`config.mk`:
```
export PLATFORM = sky130hd
export DESIGN_NAME = lru_key_value_cache
export DESIGN_NICKNAME = d
export VERILOG_FILES = /design/src/hdl/lkvc_pkg.sv /design/src/hdl/lru_key_value_cache.sv
export SDC_FILE = /design/constraint.sdc
export NUM_CORES = 2
export LEC_CHECK = 0
export BUFFER_PORTS_ARGS = -buffer_cell sky130_fd_sc_hd__buf_4
export CORE_MARGIN = 5
export CORE_UTILIZATION = 25
export CTS_BUF_LIST = sky130_fd_sc_hd__clkbuf_4
export CTS_CLUSTER_DIAMETER = 30
export DETAILED_ROUTE_END_ITERATION = 8
export GPL_ROUTABILITY_DRIVEN = 0
export PLACE_DENSITY = 0.5
export SYNTH_ARGS = -nofsm -noshare
export SYNTH_HDL_FRONTEND = slang
export SYNTH_SLANG_ARGS = --single-unit
```
`constraint.sdc`:
```
create_clock -name clock -period 10.22 [get_ports clock]
set_input_delay 2.044 -clock clock [delete_from_list [all_inputs] [get_ports clock]]
set_output_delay 2.044 -clock clock [all_outputs]
set_load 0.01 [all_outputs]
```
`src/hdl/lkvc_pkg.sv`:
```
// shared constants for the lru key-value cache
`default_nettype none

package lkvc_pkg;

   // widths of the item fields on the ports
   localparam int FIELD_W = 32;

   // default geometry
   localparam int DEF_CAPACITY    = 16;
   localparam int DEF_KEY_WIDTH   = 32;
   localparam int DEF_VALUE_WIDTH = 32;

   // request operation codes
   localparam logic OP_LOOKUP = 1'b0;
   localparam logic OP_INSERT = 1'b1;

endpackage

`default_nettype wire

```
`src/hdl/lru_key_value_cache.sv`:
```
// fully associative key-value cache with lru replacement, one entry memory
//
// usage:
//   req channel (req_valid / req_stall) carries one item: operation (lookup or
//   insert), key and value. rsp channel (rsp_valid / rsp_stall) returns one
//   item per request: hit, data (stored word on a lookup hit, else zero) and
//   evicted (an insert replaced the least recent entry).
//   an item moves at a clock edge where valid is high and stall is low.
// sequence:
//   one request at a time: a scan pass reads the entries one per cycle to match
//   the key, then an update pass rewrites each entry's age, key and value.
//   a lookup miss goes from the scan pass straight to the result; any other
//   request runs both passes. the next item is taken in the idle state that
//   follows the loading of the result
// reset:
//   synchronous, active high. all valid bits clear, so the cache starts
//   empty; memory contents are not cleared and need no clearing pass.
// stall:
//   a result waits in the output register while rsp_stall is high; the next
//   request is still taken and its result waits until the register frees
`default_nettype none

module lru_key_value_cache #(
   parameter int CAPACITY    = lkvc_pkg::DEF_CAPACITY,
   parameter int KEY_WIDTH   = lkvc_pkg::DEF_KEY_WIDTH,
   parameter int VALUE_WIDTH = lkvc_pkg::DEF_VALUE_WIDTH
) (
   input  wire logic                         clock,
   input  wire logic                         reset,
   input  wire logic                         req_valid,
   output logic                              req_stall,
   input  wire logic                         req_operation,
   input  wire logic [lkvc_pkg::FIELD_W-1:0] req_key,
   input  wire logic [lkvc_pkg::FIELD_W-1:0] req_value,
   output logic                              rsp_valid,
   input  wire logic                         rsp_stall,
   output logic                              rsp_hit,
   output logic      [lkvc_pkg::FIELD_W-1:0] rsp_data,
   output logic                              rsp_evicted
);

   // index / age width, pass counter width
   localparam int AW = (CAPACITY > 1) ? $clog2(CAPACITY) : 1;
   localparam int CW = $clog2(CAPACITY + 2);
   // how many port bits reach the stored key and value
   localparam int KI = (KEY_WIDTH < lkvc_pkg::FIELD_W) ? KEY_WIDTH : lkvc_pkg::FIELD_W;
   localparam int VI = (VALUE_WIDTH < lkvc_pkg::FIELD_W) ? VALUE_WIDTH : lkvc_pkg::FIELD_W;

   localparam logic [CW-1:0] CNT_CAP    = CW'(CAPACITY);
   localparam logic [CW-1:0] CNT_LAST   = CW'(CAPACITY + 1);
   localparam logic [AW-1:0] AGE_OLDEST = AW'(CAPACITY - 1);

   typedef struct packed {
      logic [KEY_WIDTH-1:0]   key;
      logic [VALUE_WIDTH-1:0] value;
      logic [AW-1:0]          age;
   } entry_type;

   typedef enum logic [1:0] {
      ST_IDLE,
      ST_SCAN,
      ST_UPDATE,
      ST_FINISH
   } state_type;

   // entry memory: key, value and age rank of each entry
   entry_type mem [CAPACITY];

   state_type              state_ff;
   logic [CW-1:0]          cnt_ff;
   logic                   rd_vld_ff;
   logic [AW-1:0]          rd_idx_ff;
   entry_type              rd_data_ff;
   logic [CAPACITY-1:0]    valid_ff;

   // request being worked on
   logic                   op_ff;
   logic [KEY_WIDTH-1:0]   key_ff;
   logic [VALUE_WIDTH-1:0] value_ff;

   // scan results
   logic                   found_ff;
   logic                   free_found_ff;
   logic [AW-1:0]          slot_ff;       // hit entry, then the entry to write
   logic [AW-1:0]          free_slot_ff;
   logic [AW-1:0]          old_slot_ff;
   logic [AW-1:0]          limit_ff;      // entries younger than this age by one
   logic                   age_all_ff;    // fill of a free entry: every entry ages
   logic                   evict_ff;
   logic [VALUE_WIDTH-1:0] hit_val_ff;

   // output register
   logic                   rsp_valid_ff;
   logic                   rsp_hit_ff;
   logic [lkvc_pkg::FIELD_W-1:0] rsp_data_ff;
   logic                   rsp_evicted_ff;

   logic                   issue;
   logic [AW-1:0]          rd_addr;
   logic                   rd_entry_valid;
   logic                   key_match;
   logic                   is_slot;
   logic                   age_up;
   logic                   wr_en;
   entry_type              wr_data;

   // one read per cycle while a pass walks the entries
   assign issue   = ((state_ff == ST_SCAN) || (state_ff == ST_UPDATE)) && (cnt_ff < CNT_CAP);
   assign rd_addr = issue ? cnt_ff[AW-1:0] : '0;

   assign rd_entry_valid = valid_ff[rd_idx_ff];
   assign key_match      = rd_entry_valid && (rd_data_ff.key == key_ff);
   assign is_slot        = (rd_idx_ff == slot_ff);
   assign age_up         = rd_entry_valid && !is_slot &&
                           (age_all_ff || (rd_data_ff.age < limit_ff));

   // modify step of the update pass
   always_comb begin
      wr_data = rd_data_ff;
      if (is_slot) begin
         wr_data.age = '0;
         if (op_ff == lkvc_pkg::OP_INSERT) begin
            wr_data.key   = key_ff;
            wr_data.value = value_ff;
         end
      end else if (age_up) begin
         wr_data.age = rd_data_ff.age + AW'(1);
      end
   end

   // write back the entry read in the previous cycle; the next read is another entry
   assign wr_en = (state_ff == ST_UPDATE) && rd_vld_ff;

   always_ff @(posedge clock) begin
      rd_data_ff <= mem[rd_addr];
      if (wr_en) begin
         mem[rd_idx_ff] <= wr_data;
      end
   end

   always_ff @(posedge clock) begin
      if (reset) begin
         state_ff     <= ST_IDLE;
         cnt_ff       <= '0;
         rd_vld_ff    <= 1'b0;
         valid_ff     <= '0;
         rsp_valid_ff <= 1'b0;
      end else begin
         rd_vld_ff <= issue;
         rd_idx_ff <= rd_addr;

         // finish loads the output register itself
         if (rsp_valid_ff && !rsp_stall && (state_ff != ST_FINISH)) begin
            rsp_valid_ff <= 1'b0;
         end

         case (state_ff)
            ST_IDLE: begin
               if (req_valid) begin
                  op_ff         <= req_operation;
                  key_ff        <= KEY_WIDTH'(req_key[KI-1:0]);
                  value_ff      <= VALUE_WIDTH'(req_value[VI-1:0]);
                  found_ff      <= 1'b0;
                  free_found_ff <= 1'b0;
                  evict_ff      <= 1'b0;
                  cnt_ff        <= '0;
                  state_ff      <= ST_SCAN;
               end
            end
            ST_SCAN: begin
               if (rd_vld_ff) begin
                  if (key_match && !found_ff) begin
                     found_ff   <= 1'b1;
                     slot_ff    <= rd_idx_ff;
                     limit_ff   <= rd_data_ff.age;
                     hit_val_ff <= rd_data_ff.value;
                  end
                  if (!rd_entry_valid && !free_found_ff) begin
                     free_found_ff <= 1'b1;
                     free_slot_ff  <= rd_idx_ff;
                  end
                  if (rd_entry_valid && (rd_data_ff.age == AGE_OLDEST)) begin
                     old_slot_ff <= rd_idx_ff;
                  end
               end
               if (cnt_ff == CNT_LAST) begin
                  cnt_ff <= '0;
                  if (found_ff) begin
                     age_all_ff <= 1'b0;
                     state_ff   <= ST_UPDATE;
                  end else if (op_ff == lkvc_pkg::OP_INSERT) begin
                     state_ff <= ST_UPDATE;
                     if (free_found_ff) begin
                        slot_ff    <= free_slot_ff;
                        age_all_ff <= 1'b1;
                     end else begin
                        // full: replace the oldest entry
                        slot_ff    <= old_slot_ff;
                        limit_ff   <= AGE_OLDEST;
                        evict_ff   <= 1'b1;
                        age_all_ff <= 1'b0;
                     end
                  end else begin
                     // lookup miss leaves the store alone
                     state_ff <= ST_FINISH;
                  end
               end else begin
                  cnt_ff <= cnt_ff + CW'(1);
               end
            end
            ST_UPDATE: begin
               if (cnt_ff == CNT_LAST) begin
                  cnt_ff   <= '0;
                  state_ff <= ST_FINISH;
                  if ((op_ff == lkvc_pkg::OP_INSERT) && !found_ff) begin
                     valid_ff[slot_ff] <= 1'b1;
                  end
               end else begin
                  cnt_ff <= cnt_ff + CW'(1);
               end
            end
            ST_FINISH: begin
               if (!rsp_valid_ff || !rsp_stall) begin
                  rsp_valid_ff   <= 1'b1;
                  rsp_hit_ff     <= found_ff;
                  rsp_evicted_ff <= evict_ff;
                  if ((op_ff == lkvc_pkg::OP_LOOKUP) && found_ff) begin
                     rsp_data_ff <= lkvc_pkg::FIELD_W'(hit_val_ff[VI-1:0]);
                  end else begin
                     rsp_data_ff <= '0;
                  end
                  state_ff <= ST_IDLE;
               end
            end
            default: begin
               state_ff <= ST_IDLE;
            end
         endcase
      end
   end

   // only idle takes a new item
   assign req_stall   = (state_ff != ST_IDLE);
   assign rsp_valid   = rsp_valid_ff;
   assign rsp_hit     = rsp_hit_ff;
   assign rsp_data    = rsp_data_ff;
   assign rsp_evicted = rsp_evicted_ff;

endmodule

`default_nettype wire

```
==> flow_summary.yaml <==
yosys:
  synth_nets: 3359
  yosysMostFrequentCell: "edfxtp_1"
  netlist.area_leader.share: 0.745
  synthArstFlopShare: 0
  synth_top_family_by_area: "compound AO/OA/AOI/OAI gates"
  avgSynthCellArea_um2: 15.3
  yosys_register_bits: 1336
  netlist-cell-type-count: 47
  synth_top_area_cell: "edfxtp_1"
  synthXorXnorAreaFrac: 0.00682
  netlist_top_cells_area: "edfxtp_1, nand2_1, dfxtp_1, o221ai_1, a31oi_1"
  ys_seq_area_frac: 0.782
  synth-edff-count: 1243
  synthAdderAreaFrac: 0.00275
  yosys.area_share.simple: 0.0706
  synth_mux_area_frac: 0.0195
  ys_warn_count: 0
  synth_ff_type: "edfxtp_1"
  synth_compound_area_frac: 0.0990
  synth_area_um2: 50100
  synthTopCellsByCount: "edfxtp_1, nand2_1, clkbuf_1"
  synth_cells: 3279
routing:
  vias: 30200
  drtIter0Drc: 2152
  wl_per_cell_um: 21.1
  firstDrtPassIters: 5
  avgViaCountPerCell: 4.61
  antenna_left: 0
  routed_wl_um: 138000
  drc: 0
floorplan:
  row_count: 164
  start_util: 0.251
  core_area_um2: 200000
  dieArea_um2: 209000
  die_w_um: 458
  fp.dieH_um: 458
  ios: 105
clock_network:
  clockRootBuffer: "clkbuf_4"
  cts.repair.resized: 0
  post_cts_buffers: 0
  cts_sinks: 1336
  insertion_delay_ns: 1.31
  cts_tree: "yes"
  cts_buffer_depth: 4
  cts_hold_buf: 0
  htreeDepth: 5
  clkTransAtPathRegs_ns: 0.06
  cts_buffers: 383
critical_path:
  r2r_setup_slack_ns: 5.66
  end_kind: "flop"
  cp_max_fo: 72
  crit_buf_inv: 3
  crit_top_cell: "nand2_4"
  cp-start-kind: "flop"
  arrival_ns: 5.59
  crit_required_ns: 11.25
  crit_slowest_cell: "inv_8"
  crit_path_max_incr_delay_ns: 0.57
  path_cells: "inv_1, ha_1, nor2b_1, nand2_4, inv_8, nand2_4, buf_4, o22ai_1, a311oi_1, a211oi_1, a21oi_1"
  worstSetupPathType: "flop to flop"
  critPathTopFamily: "simple AND/OR/NAND/NOR gates"
outcome:
  status: "finished, final reports clean"
global_route:
  overflow: 0
  use_met2: 0.211
  grt_pass1_vias: 30800
  grt_busiest_layer: "met2"
  grtUsageMet1: 0.166
  antenna_found_initial: 4
  grt_max_degree: 133
  grt_pass1_wl_um: 204000
  grtUsageMet3: 0.0282
  track_usage: 0.128
timing:
  post-route-min-period_ns: 4.56
  tns_ns: 0
  rsz0062_at_grt: "no"
  hold_viol: 0
  fmax_mhz: 219
  worst_pin_slew_ns: 1.18
  slew_headroom: 0.211
  finalMaxSlewViolations: 0
  fin_crit_sh: 0.446
  setup_viol: 0
  clock_skew_ns: 0.129
power:
  p_total_w: 0.0125
  power_leakage_nw: 19.2
  p_per_area_nw_per_um2: 212
  peakVddDrop_mv: 0.109
flow_run:
  cap_violations: 0
hold_path:
  hp-class: "flop to flop"
place:
  place_hpwl_um: 67700
  io_buffers: 104
layout:
  syn2layout_area_growth_pct: 17.4
  final_nets: 3679
  drive_gt1_frac: 0.226
==> state kept, by name, summed over array words and instances (netlist names), 2 cells and up <==
signal        flops
slot_ff           4
value_ff         32
old_slot_ff       4
limit_ff          4
key_ff           32
rsp_data         32
state_ff          2
free_slot_ff      4
valid_ff         16
rd_data_ff       68
cnt_ff            5
hit_val_ff       32
mem            1088
rd_idx_ff         4
==> worst paths after layout <==
check / startpoint / end / depth (start not counted)
setup reg to reg: state_ff[1]$_SDFFE_PP0P_ / rd_data_ff[47]$_DFF_P_ / 11
hold / removal: rd_data_ff[35]$_DFF_P_ / hit_val_ff[31]$_DFFE_PP_ / 0
hold reg to reg: rd_data_ff[35]$_DFF_P_ / hit_val_ff[31]$_DFFE_PP_ / 0
setup / recovery: state_ff[1]$_SDFFE_PP0P_ / rd_data_ff[47]$_DFF_P_ / 11
==> power by group <==
group	switching, W	total (W)	internal (W)
combinational	0.000847	0.00114	0.000295
clock	0.00221	0.00490	0.00269
sequential	0.000113	0.00645	0.00634
total	0.00317	0.0125	0.00932
==> area by class of cell <==
class                   count  area, µm²
fillers                 20100     141000
flip-flops and latches   1336      39200
multi-input cells        1696      10100
clock buffers             590       4430
well taps                2656       3320
repair buffers            163       1240
clock inverters            82        419
inverters                  19       93.8
diodes                      7       17.5
==> cell families (layout without fill, tap and decap cells) <==
logic type | count (synthesis) | count (layout)
xor gates and xnor gates | 39 | 39
muxes | 83 | 83
other | 0 | 7
adders and majority gates | 11 | 11
DFF | 1336 | 1336
AOI/OAI and AO/OA | 726 | 726
buffers and inverters | 247 | 854
and+or+nand+nor | 837 | 837
==> through the flow <==
stage | cell area [µm²] | instances | util | worst slack [ns] | hold WS, ns
CTS | 58800 | 6542 | 0.295 | 5.63 | 0.407
global route | 58800 | 6548 | 0.295 | 5.31 | 0.409
finish | 58800 | 6549 | 0.295 | 5.66 | 0.407
detailed placement | 54000 | 5870 | 0.270 | 5.71 | 0.411
global placement | 54000 | 5870 | 0.270 | 5.77 | 0.408
floorplan | 50100 | 3279 | - | 3.93 | 0.400
==> cell usage in the layout, fill, tap and decap left out, drive strengths merged, types with 7 or more instances in the layout <==
master  synthesis  routed
edfxtp       1243    1243
clkbuf        183     590
nand2         563     563
buf            45     163
a21oi         161     161
a31oi         143     143
nand3         140     140
o221ai        136     136
o22ai         136     136
dfxtp          93      93
clkinv          0      74
a311oi         69      69
a211oi         69      69
mux2           64      64
nor2           47      47
xor2           35      35
and2           32      32
inv            19      21
nor3           18      18
mux2i          15      15
ha             11      11
nor2b           8       8
nor4            8       8
diode           0       7
==> layer usage <==
layer,share of wire,vias up
li1,-,13800
met1,0.43,15300
met2,0.48,900
met3,0.054,257
met4,0.029,0
met5,0,-
==> worst register-to-register path: stages, from the launching register on <==
cell and delay [ns]:
dfxtp_1 0.40, inv_1 0.11, ha_1 0.39, nor2b_1 0.52, nand2_4 0.52, inv_8 0.58
nand2_4 0.54, buf_4 0.59, o22ai_1 0.29, a311oi_1 0.07, a211oi_1 0.27, a21oi_1 0.08
Power figures use the tool's default switching activity.
